File: src/dqkc_pkg.sv
// ---------------------------------------------------------------------------
// dqkc_pkg: shared types for the deque with keyed cancel
// Transaction structs, operation codes and the command and status bundles
// that join the controller to the datapath.
// ---------------------------------------------------------------------------
package dqkc_pkg;

   // Fixed widths of the transaction fields.
   localparam int FIELD_BITS = 32;
   localparam int OCC_BITS   = 8;

   // Operation codes carried in a request.
   typedef enum logic [1:0] {
      FUNC_PUSH_BACK  = 2'd0,
      FUNC_PUSH_FRONT = 2'd1,
      FUNC_POP_FRONT  = 2'd2,
      FUNC_CANCEL     = 2'd3
   } func_type;

   // Request transaction.
   typedef struct packed {
      func_type                func;
      logic [FIELD_BITS-1:0]   key;
      logic [FIELD_BITS-1:0]   payload;
   } req_item_type;

   // Response transaction.
   typedef struct packed {
      logic                    ok;
      logic [FIELD_BITS-1:0]   out_key;
      logic [FIELD_BITS-1:0]   out_payload;
      logic [OCC_BITS-1:0]     occupancy;
   } rsp_item_type;

   // Where a storage write lands.
   typedef enum logic [1:0] {
      WR_TAIL  = 2'd0,
      WR_FRONT = 2'd1,
      WR_SHIFT = 2'd2
   } wr_sel_type;

   // Which logical position a storage read fetches.
   typedef enum logic {
      RD_FIRST = 1'b0,
      RD_NEXT  = 1'b1
   } rd_sel_type;

   // Source of the entry returned in a response.
   typedef enum logic [1:0] {
      RSP_NONE = 2'd0,
      RSP_REQ  = 2'd1,
      RSP_RAM  = 2'd2,
      RSP_HOLD = 2'd3
   } rsp_src_type;

   // Commands from the controller to the datapath.
   typedef struct packed {
      logic        load_req;
      logic        wr_en;
      wr_sel_type  wr_sel;
      logic        rd_en;
      rd_sel_type  rd_sel;
      logic        idx_clr;
      logic        idx_inc;
      logic        head_inc;
      logic        head_dec;
      logic        count_inc;
      logic        count_dec;
      logic        hold_load;
      logic        rsp_fire;
      rsp_src_type rsp_src;
   } dqkc_cmd_type;

   // Status from the datapath to the controller.
   typedef struct packed {
      func_type    func;
      logic        full;
      logic        empty;
      logic        key_match;
      logic        scan_last;
   } dqkc_stat_type;

endpackage

File: src/dqkc_ctrl.sv
// ---------------------------------------------------------------------------
// dqkc_ctrl: controller of the deque with keyed cancel
// Sequences each transaction: decode, head read for a pop, key scan and
// gap closing for a cancel, and the single response strobe.
// ---------------------------------------------------------------------------
module dqkc_ctrl (
   input  logic                    clock,
   input  logic                    reset,
   input  logic                    start,
   output logic                    busy,
   input  dqkc_pkg::dqkc_stat_type stat,
   output dqkc_pkg::dqkc_cmd_type  cmd
);

   import dqkc_pkg::*;

   typedef enum logic [2:0] {
      ST_IDLE   = 3'd0,
      ST_DECODE = 3'd1,
      ST_POP    = 3'd2,
      ST_SCAN   = 3'd3,
      ST_SHIFT  = 3'd4
   } state_type;

   state_type state_ff, state_in;
   logic      busy_ff;

   // Next state and commands.
   always_comb begin
      cmd      = '0;
      state_in = state_ff;
      case (state_ff)
         ST_IDLE: begin
            if (start) begin
               cmd.load_req = 1'b1;
               state_in     = ST_DECODE;
            end
         end

         ST_DECODE: begin
            state_in     = ST_IDLE;
            cmd.rsp_fire = 1'b1;
            cmd.rsp_src  = RSP_NONE;
            case (stat.func)
               FUNC_PUSH_BACK: begin
                  if (!stat.full) begin
                     cmd.wr_en     = 1'b1;
                     cmd.wr_sel    = WR_TAIL;
                     cmd.count_inc = 1'b1;
                     cmd.rsp_src   = RSP_REQ;
                  end
               end
               FUNC_PUSH_FRONT: begin
                  if (!stat.full) begin
                     cmd.wr_en     = 1'b1;
                     cmd.wr_sel    = WR_FRONT;
                     cmd.head_dec  = 1'b1;
                     cmd.count_inc = 1'b1;
                     cmd.rsp_src   = RSP_REQ;
                  end
               end
               FUNC_POP_FRONT: begin
                  if (!stat.empty) begin
                     cmd.rsp_fire = 1'b0;
                     cmd.rd_en    = 1'b1;
                     cmd.rd_sel   = RD_FIRST;
                     state_in     = ST_POP;
                  end
               end
               FUNC_CANCEL: begin
                  if (!stat.empty) begin
                     cmd.rsp_fire = 1'b0;
                     cmd.rd_en    = 1'b1;
                     cmd.rd_sel   = RD_FIRST;
                     cmd.idx_clr  = 1'b1;
                     state_in     = ST_SCAN;
                  end
               end
               default: begin
                  cmd.rsp_src = RSP_NONE;
               end
            endcase
         end

         // Head entry is on the read port: retire it.
         ST_POP: begin
            cmd.head_inc  = 1'b1;
            cmd.count_dec = 1'b1;
            cmd.rsp_fire  = 1'b1;
            cmd.rsp_src   = RSP_RAM;
            state_in      = ST_IDLE;
         end

         // Compare one entry per cycle while the next one is read.
         ST_SCAN: begin
            if (stat.key_match) begin
               if (stat.scan_last) begin
                  cmd.count_dec = 1'b1;
                  cmd.rsp_fire  = 1'b1;
                  cmd.rsp_src   = RSP_RAM;
                  state_in      = ST_IDLE;
               end else begin
                  cmd.hold_load = 1'b1;
                  cmd.rd_en     = 1'b1;
                  cmd.rd_sel    = RD_NEXT;
                  cmd.idx_inc   = 1'b1;
                  state_in      = ST_SHIFT;
               end
            end else if (stat.scan_last) begin
               cmd.rsp_fire = 1'b1;
               cmd.rsp_src  = RSP_NONE;
               state_in     = ST_IDLE;
            end else begin
               cmd.rd_en   = 1'b1;
               cmd.rd_sel  = RD_NEXT;
               cmd.idx_inc = 1'b1;
            end
         end

         // Move each later entry one place toward the head.
         ST_SHIFT: begin
            cmd.wr_en  = 1'b1;
            cmd.wr_sel = WR_SHIFT;
            if (stat.scan_last) begin
               cmd.count_dec = 1'b1;
               cmd.rsp_fire  = 1'b1;
               cmd.rsp_src   = RSP_HOLD;
               state_in      = ST_IDLE;
            end else begin
               cmd.rd_en   = 1'b1;
               cmd.rd_sel  = RD_NEXT;
               cmd.idx_inc = 1'b1;
            end
         end

         default: begin
            state_in = ST_IDLE;
         end
      endcase
   end

   // State and busy flag.
   always_ff @(posedge clock) begin
      if (reset) begin
         state_ff <= ST_IDLE;
         busy_ff  <= 1'b0;
      end else begin
         state_ff <= state_in;
         busy_ff  <= (state_in != ST_IDLE);
      end
   end

   assign busy = busy_ff;

   // A response ends the transaction and frees the block.
   a_rsp_to_idle: assert property (@(posedge clock) disable iff (reset)
      cmd.rsp_fire |=> state_ff == ST_IDLE && !busy_ff)
      else $error("response issued without returning to idle");

   // The count never grows and shrinks in one cycle.
   a_count_cmd: assert property (@(posedge clock) disable iff (reset)
      $onehot0({cmd.count_inc, cmd.count_dec, cmd.head_inc && cmd.head_dec}))
      else $error("conflicting count or head commands");

   // Gap closing always starts from a captured match.
   a_shift_entry: assert property (@(posedge clock) disable iff (reset)
      state_ff == ST_SHIFT |-> $past(cmd.hold_load) || $past(state_ff) == ST_SHIFT)
      else $error("gap closing entered without a captured entry");

endmodule

File: config.mk
export PLATFORM = sky130hd
export DESIGN_NAME = dqkc_ctrl
export DESIGN_NICKNAME = d
export VERILOG_FILES = /design/src/dqkc_pkg.sv /design/src/dqkc_ctrl.sv
export SDC_FILE = /design/constraint.sdc
export NUM_CORES = 1
export LEC_CHECK = 0
export BUFFER_PORTS_ARGS = -buffer_cell sky130_fd_sc_hd__buf_2
export CAP_MARGIN = 20
export CELL_PAD_IN_SITES_DETAIL_PLACEMENT = 0
export CELL_PAD_IN_SITES_GLOBAL_PLACEMENT = 1
export CORE_MARGIN = 2
export CORE_UTILIZATION = 24
export DETAILED_ROUTE_END_ITERATION = 6
export PLACE_DENSITY = 0.75
export SLEW_MARGIN = 0
export SYNTH_ARGS = -nofsm -noshare
export SYNTH_HDL_FRONTEND = slang
export SYNTH_SLANG_ARGS = --single-unit
File: constraint.sdc
create_clock -name clock -period 1.57 [get_ports clock]
set_input_delay 0.2355 -clock clock [delete_from_list [all_inputs] [get_ports clock]]
set_output_delay 0.2355 -clock clock [all_outputs]
set_load 0.01 [all_outputs]
-- Word level (Yosys, flattened, before mapping)
Cells that the tools add are included.
- register bits: 4
- latch bits: 0
- RAM bits: 0
- bits in read-only memories: 0
- input bits: 9
- memories: 0
- add/subtract/negate cells: 0
- $mul: 0
- div/mod/pow operators: 0
- $lt $le $gt $ge: 0
- equality and inequality tests: 7
- shift-type cells: 0
- multiplexer cells: 42
- bitwise logic cells: 0
- reduce and logical (&&, ||, !) cells: 6
- operators with widths (cell ; number):
    $mux 3 ; 11
    $pmux 3 s4 ; 2
    $mux 2 ; 8
    $mux 1 ; 14
    $pmux 2 s2 ; 3
    $pmux 3 s2 ; 2
    $eq 3x2->1 const B ; 2
    $reduce_or 2->1 ; 3
    $eq 2x2->1 const B ; 2
    $eq 3x1->1 const B ; 1
    $eq 3x3->1 const B ; 1
    $logic_not 3->1 ; 1
    $pmux 1 s3 ; 1
    $reduce_bool 3->1 ; 1
    $eq 2x1->1 const B ; 1
    $logic_not 2->1 ; 1
    $pmux 1 s2 ; 1

-- Longest topological paths before layout
Gate-level depths: netlist (run 1).
- depth in word-level cells: 4
- mapped depth: 5
- gate-level depth less buffers: 4

-- Worst setup path before layout (run 1)
No wires, ideal clock.
- path kind: reg2out
- start: register state_ff[1]
- end: output port cmd[11] in the netlist's numbering
- arrival: 1325 ps
- path slack: 10 ps
- cell stages (with the launch flop): 5
- buffers on the path: 1
- cells stage by stage: dfxtp_1 -> buf_2 -> or3b_4 -> a21oi_1 -> a31o_2
- RTL lines (element ; RTL line ; text):
    start, declared ; dqkc_ctrl.sv:25 ; state_type state_ff, state_in;
    start signal, assigned ; dqkc_ctrl.sv:148 ; state_ff <= state_in;
    end, declared ; dqkc_ctrl.sv:12 ; output dqkc_pkg::dqkc_cmd_type cmd

==> impl_metrics.yaml, run 1 <==
routing:
  totalWireLength_um: 974
  drt-pass1-iter-count: 4
  vias: 456
  drt_drc_violations_left: 0
  drtAntennaViolNets: 0
  drt_iter0_drc: 8
  viasPerCell: 4.750
  wire_per_inst_um: 10.15
placed_design:
  dp_worst_setup_slack_ns: 0.1562
  placed_area_um2: 513.0
  hpwlAfterDp_um: 762.9
  portBuffers: 25
  gp_congestion: 0.7126
die:
  io_pins: 26
  rows: 13
  coreArea_um2: 1350
  start_util_pct: 26.32
  fp.dieH_um: 42.48
  dieArea_um2: 1805
  die_x_um: 42.48
worst_setup_path:
  critPathMaxFanout: 5
  r2r-end: "state_ff[1]"
  r2r_slack_ns: 0.30
  worstPathCellList: "or3b_4 > a21oi_4 > a31o_2 > buf_6"
  crit_arrival_ns: 1.33
  cpPeakStageDelay_ns: 0.43
  worstPathRequired_ns: 1.33
  path_buf_inv: 1
  cp_slowest_cell: "or3b_4"
  reg2regPathDepth: 4
  reg2reg_from: "state_ff[2]"
  critPathCaptureType: "output port"
  crit_family: "simple AND/OR/NAND/NOR gates"
  start_kind: "flip-flop"
  path_class: "reg -> out"
timing:
  hold_ws_ns: 0.3122
  worst_slew_pin_slew_ns: 0.3393
  fin_ws_ns: 0.007659
  max_freq_ghz: 0.6401
  finalSetupViolCount: 0
  slew_headroom_pct: 77.33
  maxSlewViolCount: 0
  fin_crit_ns: 1.562
  fin_crit_sh_pct: 99.51
  clock-skew-final_ns: 0.002273
  rsz0062_at_grt: "true"
  tns_ns: 0
  hold_viol: 0
hold_path:
  hold_path_class: "in -> reg"
  hold_end: "state_ff[2]"
  min_path_cells: 3
  min_from: "reset"
power:
  cellPowerDensity_nw_per_um2: 529.8
  peakVddDrop_mv: 0.3319
  power_leakage_nw: 0.3335
yosys:
  seq_area_frac_synth_pct: 22.54
  synthMuxAreaShare_pct: 0
  synth-adder-area-share_pct: 0
  synth-compound-area-share_pct: 25.70
  synth_xor_xnor_area_share_pct: 0
  synth-seq-cells: 4
  synth.distinct_cells: 27
  synth_area_um2: 355.3
  synth_top_area_cell: "dfxtp_1"
  netlist_instances: 51
  synthTopCellsByArea: "dfxtp_1 (23%), nor2_1 (6.3%), a21oi_1 (5.6%)"
  synth_top_family_by_area: "simple AND/OR/NAND/NOR gates"
  yosysWarnings: 0
  synth_top_cell_area_share_pct: 22.54
  synth-simple-area-share_pct: 41.90
  syn_area_per_cell_um2: 6.967
  synth.net_count: 60
global_route:
  grt_max_degree: 16
  grt_pass1_wl_um: 1559
  grt_pass1_vias: 390
  grt_usage_pct: 11.18
  antenna_found_initial: 0
  grt-ovfl-total: 0
clocking:
  clk_latency_ns: 0.23
  cts_buffers: 3
  cts_tree: "built"
  cts_sinks: 4
  ctsHoldBuffers: 0
  ctsRootBufferMaster: "clkbuf_4"
  h-tree-depth: 1
  clockBufferDepth: 2
  clk_pin_slew_ns: 0.04
final_layout:
  drive_gt1_share_pct: 51.85
  antenna_cells: 0
  mostFrequentLayoutCell: "buf_2"
  layout.nets: 92
  syn2layout_area_growth_pct: 62.32
  fin_util_pct: 42.72
  final_cell_area_um2: 576.8
  layout_common_cells: "buf_2 (24), nor2_1 (5), buf_4 (5)"
run:
  maxCapViolations: 0
status:
  status: "complete, no violations"
[worst register-to-register path, stage by stage, from the launching register on]
cell and delay [ns]:
dfxtp_2 0.30, buf_4 0.15, nand3b_1 0.22, or3_1 0.34, a21oi_1 0.18
[layer usage]
layer	routed length, um	global-route usage, %
met1	465	14.40
met4	0	5.625
met5	0	0
met3	70	4.741
met2	438	15.69
[cell usage after synthesis]
cell type and number:
a21oi_1 4, buf_4 1, nand3_1 2, inv_1 5
o21ai_0 2, nor4b_1 1, or3b_4 1, clkbuf_1 1
o2bb2ai_1 1, nor2b_1 1, o21a_1 1, nand2_1 5
nand2b_1 3, or3_1 1, nor2_1 6, a21boi_0 1
dfxtp_1 4, o211ai_2 1, nor4bb_1 1, nand4_1 2
buf_2 1, a211o_1 1, nand3b_1 1, a31o_2 1
nor3b_1 1, o21bai_1 1, nand4b_1 1
[area by class of cell]
type | instances | area [um2]
fill | 147 | 773.2
tap | 15 | 18.77
inverter | 5 | 18.77
timing repair buffer | 30 | 168.9
sequential | 4 | 81.33
clock buffer | 3 | 22.52
multi-input combinational | 39 | 266.5
[how the worst max path moves through the flow]
stage	startpoint	to	slack (ns)	depth (start not counted)
after global placement	state_ff[1]	cmd[11]	0.20	4
after floorplan	state_ff[1]	cmd[11]	0.01	4
after detailed placement	state_ff[1]	cmd[11]	0.16	4
final	state_ff[0]	cmd[11]	0.008	4
after CTS	state_ff[0]	cmd[11]	-0.006	4
after global routing	state_ff[2]	cmd[4]	-0.05	5
[metrics by stage]
stage                     cells  total power, W
after global placement       92       0.0001795
final                        96       0.0003056
after CTS                    96       0.0003062
after global routing         96       0.0003328
after detailed placement     92       0.0001796
after floorplan              51       0.0001471
[sequential cells by signal, summed over array words and instances (netlist names)]
register / cells
state_ff: 3
busy: 1
[kinds of logic (layout without fill, tap and decap cells)]
group	count (synthesis)	count (layout)
buffers and inverters	8	38
AOI/OAI and AO/OA	13	13
DFF	4	4
and+or+nand+nor	26	26
[where the power goes]
part	leakage, nW	switching, W	internal [W]
Sequential	0.0332	0.00000131	0.000106
Combinational	0.286	0.0000408	0.0000331
Clock	0.0138	0.0000387	0.0000853
[what timing repair did]
item / in CTS / in global routing
endpoints found under the setup margin: 4 / 10
resized for setup: 6 / 5
setup buffers: 1 / 0
pin swaps: 1 / 0
gates cloned: 0 / 0
No activity file was read; power rests on OpenSTA's default activity.
==> inputs of run 2 (changes only) <==
--- a/config.mk
+++ b/config.mk
@@ -9,7 +9,6 @@
 export CAP_MARGIN = 20
 export CELL_PAD_IN_SITES_DETAIL_PLACEMENT = 0
 export CELL_PAD_IN_SITES_GLOBAL_PLACEMENT = 1
-export CORE_MARGIN = 2
 export CORE_UTILIZATION = 24
 export DETAILED_ROUTE_END_ITERATION = 6
 export PLACE_DENSITY = 0.75
==> run 2 against run 1 <==
The run now ends with negative setup slack left. Routed wire length rose by 2.7%. Core utilization increased by 0.33 points. Sequential share of layout area increased by 0.28 points. Worst setup slack worse by 0.015 ns. Combinational power rose by 2%. Global-route usage increased by 1.4 points. Via count up 2.6%. Critical path type unchanged.
==> impl_metrics.yaml, run 2 (synthesis results as in run 1) <==
global_route:
  grt_busiest_layer: "met1"
  grt_max_degree: 16
  grt_pass1_vias: 318
  antenna_found_initial: 0
  use_met2_pct: 17.06
  grt_pass1_wl_um: 1380
  grt_usage_pct: 12.59
  grt-ovfl-total: 0
  met1_usage_pct: 18.30
  use_met3_pct: 3.333
clocking:
  cts_sinks: 4
  clockBufferDepth: 2
  h-tree-depth: 1
  clk_latency_ns: 0.24
  cts_tree: "built"
  clk_pin_slew_ns: 0.04
  cts_buffers: 3
  ctsRootBufferMaster: "clkbuf_4"
status:
  status: "complete, but fails checks"
  violations: "negative setup slack"
die:
  coreArea_um2: 1334
  dieArea_um2: 1639
  rows: 13
  io_pins: 26
  start_util_pct: 26.64
  fp.dieH_um: 40.48
  die_x_um: 40.48
hold_path:
  hold_end: "state_ff[2]"
  hold_path_class: "in -> reg"
  min_from: "reset"
  min_path_cells: 3
worst_setup_path:
  critPathMaxFanout: 5
  start_kind: "flip-flop"
  r2r-end: "state_ff[1]"
  reg2regPathDepth: 4
  critPathCaptureType: "output port"
  crit_arrival_ns: 1.34
  path_class: "reg -> out"
  r2r_slack_ns: 0.30
  reg2reg_from: "state_ff[2]"
  worstPathRequired_ns: 1.33
final_layout:
  final_cell_count_no_fill: 95
  largest_reg_flops: 3
  multi_input_area_um2: 266.5
  mostFrequentLayoutCell: "buf_2"
  drive_gt1_share_pct: 52.50
  syn2layout_area_growth_pct: 61.62
  seqCellArea_um2: 82.58
  layout_common_cells: "buf_2 (24), nor2_1 (5), inv_1 (4), nand2_1 (4)"
  antenna_cells: 0
  nFillCells: 147
  largest-register: "state_ff"
  layout.nets: 91
routing:
  drt_iter0_drc: 7
  wire_per_inst_um: 10.53
  totalWireLength_um: 1000
  vias: 468
  drt_drc_violations_left: 0
  viasPerCell: 4.926
  drt-pass1-iter-count: 4
  drtAntennaViolNets: 0
placed_design:
  dp.cells: 92
  portBuffers: 25
  hpwlAfterDp_um: 767.1
  gp_congestion: 0.7286
timing:
  fin_ws_ns: -0.007676
  finalSetupViolCount: 1
  worst_slew_pin_slew_ns: 0.3425
  hold_viol: 0
  slew_headroom_pct: 77.12
  fin_crit_sh_pct: 100.5
  rsz0062_at_grt: "true"
  clock-skew-final_ns: 0.003918
  max_freq_ghz: 0.6338
  maxSlewViolCount: 0
  fin_crit_ns: 1.578
power:
  power_w: 0.0003120
  cellPowerDensity_nw_per_um2: 543.4
  peakVddDrop_mv: 0.3523
  power_leakage_nw: 0.3295
run:
  maxCapViolations: 0
run 2: area by class of cell:
cell class	instances	share of cell area, %
Inverter	5	3.268
Tap cell	15	3.268
Timing Repair Buffer	29	28.76
Sequential cell	4	14.38
Clock buffer	3	3.922
Multi-Input combinational cell	39	46.41
run 2: worst max path at each step:
stage,from,end,cells past startpoint
final,state_ff[1],cmd[11],4
after global routing,state_ff[2],cmd[11],5
after CTS,state_ff[1],cmd[11],4
after detailed placement,state_ff[1],cmd[11],4
after global placement,state_ff[1],cmd[11],4
after floorplan,state_ff[1],cmd[11],4
run 2: through the flow:
stage	hold WS (ns)	setup slack (ns)	util [%]	setup TNS, ns	cell area [um2]
floorplan	0.4094	0.009572	-	0	355.3
global placement	0.5531	0.2000	38.46	0	513.0
detailed placement	0.5571	0.1683	38.46	0	513.0
CTS	0.3124	-0.02332	40.90	-0.04404	545.5
global route	0.3148	-0.06259	43.06	-0.2384	574.3
finish	0.2940	-0.007676	43.06	-0.007676	574.3
run 2: layer usage:
metal  wire, um  vias up
li1           -      239
met1        461      206
met2        452       21
met3         72        2
met4         13        0
met5          0        -
run 2: power breakdown:
part	internal (W)	switching (W)
Clock	0.0000856	0.0000429
Combinational	0.0000342	0.0000412
Sequential	0.000106	0.00000171
run 2: critical path: stages (launching register included):
cell     delay (ns)
dfxtp_2        0.31
or3b_4         0.44
a21oi_4        0.15
a31o_2         0.12
buf_6          0.09
run 2: repair_timing:
item / 4_1_cts / 5_1_grt
endpoints found under the setup margin: 4 / 11
setup buffers: 0 / 0
hold buffers: 0 / 0
gates resized for setup: 2 / 11
cloned: 0 / 0
pin swaps: 0 / 1
==> inputs of run 3 (changes only) <==
==> constraint.sdc (replaced) <==
create_clock -name clock -period 1.57 [get_ports clock]
set_input_delay 0.314 -clock clock [delete_from_list [all_inputs] [get_ports clock]]
set_output_delay 0.314 -clock clock [all_outputs]
set_load 0.01 [all_outputs]
==> run 3 against run 2 <==
The flow still finishes with violations (negative setup slack). Sequential cell count is the same. Cell count rose by 6.3%. Fmax decreased by 7.9%. Sequential share of layout area fell by 1.9 points. Clock-buffer cell count unchanged. Die area did not move. Via count rose by 6.4%. Worst setup slack got worse by 0.13 ns. Sequential power about the same. Critical path type unchanged.
==> impl_metrics.yaml, run 3 (synthesis results as in run 1) <==
global_route:
  grt_pass1_vias: 358
  antenna_found_initial: 0
  grt_max_degree: 16
  grt_usage_pct: 13.93
  grt-ovfl-total: 0
  grt_pass1_wl_um: 1538
worst_setup_path:
  critPathLaunch: "state_ff[1]"
  crit_end: "cmd[11]"
  crit_arrival_ns: 1.40
  critPathMaxFanout: 5
  reg2reg_from: "state_ff[2]"
  r2r_slack_ns: 0.19
  worstPathRequired_ns: 1.26
  reg2regPathDepth: 6
  critPathCaptureType: "output port"
  r2r-end: "busy"
  start_kind: "flip-flop"
  path_class: "reg -> out"
timing:
  slew_headroom_pct: 75.63
  fin_crit_sh_pct: 109.1
  worst_slew_pin_slew_ns: 0.3649
  rsz0062_at_grt: "true"
  hold_viol: 0
  finalSetupViolCount: 9
  fin_ws_ns: -0.1426
  max_freq_ghz: 0.5839
  clock-skew-final_ns: 0.008707
  maxSlewViolCount: 0
  fin_crit_ns: 1.713
placed_design:
  portBuffers: 25
  hpwlAfterDp_um: 781.2
  gp_congestion: 0.7488
  dp_worst_setup_slack_ns: 0.06352
routing:
  drtAntennaViolNets: 0
  vias: 498
  wire_per_inst_um: 11.24
  viasPerCell: 4.931
  drt_drc_violations_left: 0
  totalWireLength_um: 1135
  drt_iter0_drc: 5
  drt-pass1-iter-count: 3
clocking:
  cts_buffers: 3
  ctsHoldBuffers: 0
  cts_sinks: 4
  ctsRootBufferMaster: "clkbuf_4"
  clockBufferDepth: 2
  clk_pin_slew_ns: 0.04
  clk_latency_ns: 0.24
  h-tree-depth: 1
  cts_tree: "built"
die:
  rows: 13
  fp.dieH_um: 40.48
  dieArea_um2: 1639
  coreArea_um2: 1334
  die_x_um: 40.48
  io_pins: 26
  start_util_pct: 26.64
status:
  status: "complete, but fails checks"
  violations: "negative setup slack"
power:
  power_leakage_nw: 0.3731
  cellPowerDensity_nw_per_um2: 474.5
  peakVddDrop_mv: 0.3109
final_layout:
  syn2layout_area_growth_pct: 91.55
  layout_common_cells: "buf_2 (22), buf_4 (7), buf_6 (6)"
  largest-register: "state_ff"
  mostFrequentLayoutCell: "buf_2"
  antenna_cells: 0
  layout.nets: 97
  drive_gt1_share_pct: 61.63
  largest_reg_flops: 3
  nFillCells: 140
  fin_util_pct: 51.03
run:
  maxCapViolations: 0
hold_path:
  hold_path_class: "in -> reg"
[run 3: cell type report]
class / count / area, um2 / share of cell area (%)
multi-input cells: 39 / 305.3 / 44.85
inverters: 5 / 18.77 / 2.757
clock buffers: 3 / 22.52 / 3.309
repair buffers: 35 / 230.2 / 33.82
well taps: 15 / 18.77 / 2.757
flip-flops and latches: 4 / 85.08 / 12.50
[run 3: worst min path at each step]
stage	start	end	slack [ns]	cells after the start
after floorplan	stat[4]	state_ff[0]	0.49	2
after global placement	reset	state_ff[2]	0.63	3
after detailed placement	reset	state_ff[2]	0.64	3
after CTS	reset	state_ff[2]	0.38	3
after global routing	reset	state_ff[2]	0.38	3
final	reset	state_ff[2]	0.37	3
[run 3: through the flow]
stage / area (um2) / std cells / total power [W] / TNS, ns / hold WS (ns)
finish: 680.7 / 101 / 0.0003230 / -0.7307 / 0.3735
global route: 680.7 / 101 / 0.0003503 / -1.397 / 0.3801
CTS: 594.3 / 98 / 0.0003123 / -0.5875 / 0.3835
detailed placement: 516.7 / 92 / 0.0001801 / 0 / 0.6362
global placement: 516.7 / 92 / 0.0001801 / 0 / 0.6316
floorplan: 359.1 / 51 / 0.0001471 / 0 / 0.4879
[run 3: power by group]
part	switching (W)	leakage [nW]	internal, W
Sequential	0.00000202	0.0340	0.000105
Clock	0.0000449	0.0138	0.0000857
Combinational	0.0000457	0.325	0.0000396
[run 3: timing repair]
action,in CTS,in global routing
pin swaps,5,5
buffers inserted,3,3
gates cloned,0,0
endpoints found under the setup margin,7,14
gates resized for setup,8,17
[run 3: critical path, cell delays in order (launching register included)]
cell	delay (ns)
dfxtp_4	0.35
or3b_4	0.44
a21oi_4	0.16
a31o_2	0.13
buf_6	0.09
[run 3: layer usage]
| layer | share of wire [%] | global-route usage [%] | vias to the layer above |
|---|---|---|---|
| li1 | - | - | 252 |
| met1 | 42 | 17.26 | 231 |
| met2 | 52 | 23.02 | 15 |
| met3 | 6.0 | 6.667 | 0 |
| met4 | 0 | 0 | 0 |
| met5 | 0 | 0 | - |
